File: config.mk
export PLATFORM = sky130hd
export DESIGN_NAME = tcw_ctrl
export DESIGN_NICKNAME = d
export VERILOG_FILES = /design/src/hdl/tcw_pkg.sv /design/src/hdl/tcw_ctrl.sv
export SDC_FILE = /design/constraint.sdc
export NUM_CORES = 1
export LEC_CHECK = 0
export BUFFER_PORTS_ARGS = -buffer_cell sky130_fd_sc_hd__buf_2
export CORE_UTILIZATION = 40
export CTS_CLUSTER_DIAMETER = 50
export DETAILED_ROUTE_END_ITERATION = 12
export PLACE_DENSITY = 0.68
export SLEW_MARGIN = 20
export SYNTH_ARGS = -nofsm -noshare
export SYNTH_HDL_FRONTEND = slang
export SYNTH_SLANG_ARGS = --single-unit
File: constraint.sdc
create_clock -name clk -period 3.55 [get_ports clk]
set_input_delay 0.5325 -clock clk [delete_from_list [all_inputs] [get_ports clk]]
set_output_delay 0.5325 -clock clk [all_outputs]
set_load 0.005 [all_outputs]
File: src/hdl/tcw_pkg.sv
// Shared package for the text console writer: word types, op codes,
// character constants and the controller/datapath command and status structs.
`timescale 1ns / 1ps

package tcw_pkg;

  localparam int TCW_ROWS = 25;
  localparam int TCW_COLS = 80;

  localparam int POS_W  = 11;
  localparam int IDX_W  = 11;
  localparam int CHAR_W = 8;

  localparam logic [CHAR_W-1:0] SPACE_CHAR   = 8'h20;
  localparam logic [CHAR_W-1:0] NEWLINE_CHAR = 8'h0A;

  localparam logic [1:0] OP_PUT   = 2'd0;
  localparam logic [1:0] OP_READ  = 2'd1;
  localparam logic [1:0] OP_CLEAR = 2'd2;

  typedef struct packed {
    logic [1:0]        operation;
    logic [CHAR_W-1:0] char_code;
    logic [IDX_W-1:0]  cell_index;
    logic              end_of_write;
  } in_word_t;

  typedef struct packed {
    logic [POS_W-1:0]  cursor_position;
    logic              cursor_update;
    logic [CHAR_W-1:0] read_char;
  } out_word_t;

  // controller -> datapath
  typedef struct packed {
    logic latch;       // take the input word
    logic exec;        // run the latched word (put/home/cursor move)
    logic capture;     // grab RAM read data for a read word
    logic fill;        // write a space at the sweep counter, step it
    logic copy;        // read at the sweep counter, step it, write one row up next cycle
    logic cnt_clr;     // sweep counter to cell 0
    logic cnt_src;     // sweep counter to first cell of row 1
    logic cnt_bottom;  // sweep counter to first cell of the bottom row
    logic out_load;    // load the result register
  } tcw_ctl_t;

  // datapath -> controller
  typedef struct packed {
    logic is_put;
    logic is_read;
    logic is_clear;
    logic is_nl;
    logic row_last;
    logic col_last;
    logic cnt_last;
    logic out_free;
  } tcw_stat_t;

endpackage

File: src/hdl/tcw_ctrl.sv
// Sequencing FSM of the text console writer: reset/clear sweeps, scroll copy,
// read capture and result hand-off. Uses tcw_pkg command/status structs.
`timescale 1ns / 1ps

module tcw_ctrl (
  input  logic              clk,
  input  logic              rst,
  input  logic              in_valid,
  output logic              in_stall,
  input  tcw_pkg::tcw_stat_t stat,
  output tcw_pkg::tcw_ctl_t  ctl
);

  typedef enum logic [8:0] {
    S_CLR_RST = 9'b000000001,
    S_IDLE    = 9'b000000010,
    S_EXEC    = 9'b000000100,
    S_READ    = 9'b000001000,
    S_SCROLL  = 9'b000010000,
    S_DRAIN   = 9'b000100000,
    S_BLANK   = 9'b001000000,
    S_CLR_OP  = 9'b010000000,
    S_RESULT  = 9'b100000000
  } state_t;

  state_t state, state_next;

  always_ff @(posedge clk) begin
    if (rst) begin
      state <= S_CLR_RST;
    end else begin
      state <= state_next;
    end
  end

  assign in_stall = (state != S_IDLE);

  always_comb begin
    state_next = state;
    ctl        = '0;
    case (state)
      S_CLR_RST: begin
        ctl.fill = 1'b1;
        if (stat.cnt_last) state_next = S_IDLE;
      end
      S_IDLE: begin
        if (in_valid) begin
          ctl.latch  = 1'b1;
          state_next = S_EXEC;
        end
      end
      S_EXEC: begin
        ctl.exec = 1'b1;
        if (stat.is_clear) begin
          ctl.cnt_clr = 1'b1;
          state_next  = S_CLR_OP;
        end else if (stat.is_read) begin
          state_next = S_READ;
        end else if (stat.is_put && (stat.is_nl || stat.col_last) && stat.row_last) begin
          ctl.cnt_src = 1'b1;
          state_next  = S_SCROLL;
        end else begin
          state_next = S_RESULT;
        end
      end
      S_READ: begin
        ctl.capture = 1'b1;
        state_next  = S_RESULT;
      end
      S_SCROLL: begin
        ctl.copy = 1'b1;
        if (stat.cnt_last) state_next = S_DRAIN;
      end
      S_DRAIN: begin
        ctl.cnt_bottom = 1'b1;
        state_next     = S_BLANK;
      end
      S_BLANK: begin
        ctl.fill = 1'b1;
        if (stat.cnt_last) state_next = S_RESULT;
      end
      S_CLR_OP: begin
        ctl.fill = 1'b1;
        if (stat.cnt_last) state_next = S_RESULT;
      end
      S_RESULT: begin
        if (stat.out_free) begin
          ctl.out_load = 1'b1;
          state_next   = S_IDLE;
        end
      end
      default: begin
        state_next = S_CLR_RST;
      end
    endcase
  end

endmodule

==> results.yml <==
run_status:
  outcome: "finished clean"
finish:
  diodes: 0
  post_route_cells_drive_above_1_share: 0.234
  top_regs: "state (9)"
  largest_reg_flops: 9
  finalNonFillerCells: 123
  fin_nets: 119
  regMostFlops: "state"
  layout_common_cells: "buf_2, nor2_1, dfxtp_1"
  area_growth_pct: 15.4
  final_common_cell: "buf_2"
clocking:
  clockBufferDepth: 2
  h-tree-depth: 1
  clock_latency_ns: 0.25
  cts_setup_buffers: 0
  cts_tree: "done"
  hold_buffers: 0
  cts_inserted_buffers: 3
  clk_pin_slew_ns: 0.06
  cts_resized: 0
  root_buffer: "clkbuf_4"
  clock_sinks: 9
sta:
  fin_worst_skew_ns: 0.00216
  drv_slew: 0
  rsz0062_at_grt: "false"
  finalSetupViolCount: 0
  setup_tns_ns: 0
  finalHoldViolations: 0
  relSlewSlack: 0.617
  min_period_over_period: 0.613
  fin_crit_ns: 2.18
  tightest_slew_ns: 0.569
  fmax_mhz: 459
critical_path:
  worst_ep_required_time_ns: 3.02
  worstSetupPathType: "register to output port"
  reg2reg_slack_ns: 1.72
  critical_path.cell_chain: "nor3_2, nand3_1, nor2_1, nand2_1, inv_1, buf_2"
  worst-path-buf-inv: 2
  path_delay_family: "simple AND/OR/NAND/NOR gates"
  r2r_cells: 5
  reg2reg_to: "state[5]"
  crit_slowest_cell: "dfxtp_1"
  path_depth: 6
  crit_path_end_kind: "output port"
  rr_startpoint: "state[6]"
  critPathMaxFanout: 7
  cp.arrival_ns: 1.65
  critPathMaxStageDelay_ns: 0.38
  start_kind: "register"
placement:
  port_buffers: 20
  dp_cells: 119
  dp_hpwl_um: 1210
  place_congestion: 0.736
grt:
  grt_pass1_wl_um: 2440
  grt_usage: 0.177
  grt-ovfl-total: 0
  grt_pass1_vias: 586
  grt_max_degree: 12
  antenna_found_initial: 0
logic_synthesis:
  synth_nets: 101
  synthAdderAreaFrac: 0
  synth-seq-cells: 9
  ys_seq_area_frac: 0.267
  synth_top_family_by_area: "simple AND/OR/NAND/NOR gates"
  ys_warn_count: 0
  synthXorXnorAreaFrac: 0.0260
  ys_types: 36
  synth_compound_area_frac: 0.243
  syn-cell-area_um2: 674
  syn_inst: 90
  synth-simple-area-share: 0.384
  syn-mean-instance-area_um2: 7.49
  muxShareOfSynthArea: 0
routing:
  wl_per_cell_um: 12.8
  met3_length_um: 84
  vias_per_cell: 5.85
  drc: 0
  drt_iter0_markers: 23
  routed.top_layer: "met4"
  met1Wirelength_um: 717
  via_count: 719
  ant_nets: 0
  dr.pass1.iters: 4
  wirelength_um: 1570
  met2_length_um: 752
pwr:
  peakVddDrop_mv: 0.271
  power.density_cell_area_mw_per_mm2: 491
  p_leak_nw: 0.344
hold_path:
  hp-start: "rst"
  hold_end: "state[7]"
  whs_path_depth: 2
  hp-class: "input pin to register"
floorplanning:
  die_y_um: 43.1
  dieArea_mm2: 0.00185
  rows: 14
  pin_count: 21
  die_w_um: 43.1
  core_mm2: 0.00154
  start_util: 0.438
run:
  maxCapViolations: 0
==> cell type report <==
type	count	area (um2)
Inverter	3	11.3
Fill cell	167	763
Sequential cell	9	180
Multi-Input combinational cell	71	440
Tap cell	16	20.0
Clock buffer	4	26.3
Timing Repair Buffer	20	100
==> cell usage after synthesis (all sizes together) <==
cell type | n | share of area
a311oi | 1 | 0.013
and4 | 1 | 0.013
inv | 3 | 0.017
o21ba | 1 | 0.015
a21o | 2 | 0.022
buf | 4 | 0.046
and4b | 1 | 0.015
a32oi | 1 | 0.013
nand2 | 5 | 0.028
and2 | 1 | 0.0093
o21ai | 5 | 0.037
a21oi | 4 | 0.030
nor3b | 1 | 0.011
clkbuf | 3 | 0.017
o21a | 2 | 0.022
nand2b | 4 | 0.037
a211o | 1 | 0.013
xor2 | 1 | 0.013
a2111oi | 1 | 0.041
nor3 | 5 | 0.045
nand3b | 3 | 0.033
or3 | 2 | 0.019
nor2 | 15 | 0.083
o41ai | 1 | 0.013
nand4 | 1 | 0.0093
dfxtp | 9 | 0.27
xnor2 | 1 | 0.013
o22a | 1 | 0.013
o211ai | 1 | 0.011
nand3 | 3 | 0.022
nor4 | 5 | 0.046
nand4b | 1 | 0.013
==> through the flow <==
stage	setup slack [ns]	hold slack [ns]	total power (W)	util	cell area (um2)
after floorplan	1.77	0.528	0.000265	-	674
after global placement	1.68	0.584	0.000305	0.488	752
after detailed placement	1.65	0.585	0.000306	0.488	752
after CTS	1.36	0.522	0.000382	0.505	778
after global routing	1.20	0.537	0.000413	0.505	778
final	1.37	0.534	0.000382	0.505	778
==> layer usage <==
layer | up-vias | global-route usage
met2 | 29 | 0.273
met3 | 2 | 0.0128
met4 | 0 | 0.127
met5 | - | 0
met1 | 328 | 0.231
li1 | 360 | -
==> logic make-up after synthesis <==
kind of cell	after synthesis
buffers and inverters	10
xor gates and xnor gates	2
and+or+nand+nor	48
AOI/OAI and AO/OA	21
DFF	9
==> worst max path at each step <==
stage,startpoint,to,slack [ns]
finish,state[6],ctl[3],1.37
global route,state[6],ctl[3],1.20
CTS,state[6],ctl[3],1.36
detailed placement,state[6],ctl[3],1.65
global placement,state[6],ctl[3],1.68
floorplan,state[6],ctl[3],1.77
==> worst reg2reg max path: cells and delay by family, from the launching register on <==
kind | cells | cell delay, ns
compound gates | 2 | 0.82
simple gates | 2 | 0.29
flops | 1 | 0.46
xor+xnor | 1 | 0.13
==> report_power, final <==
part,total (W),internal [W],switching [W]
registers,0.000138,0.000112,0.0000253
clock network,0.0000755,0.0000431,0.0000324
logic,0.000169,0.0000739,0.0000954
total,0.000382,0.000229,0.000153
No activity file was read; power rests on OpenSTA's default activity.
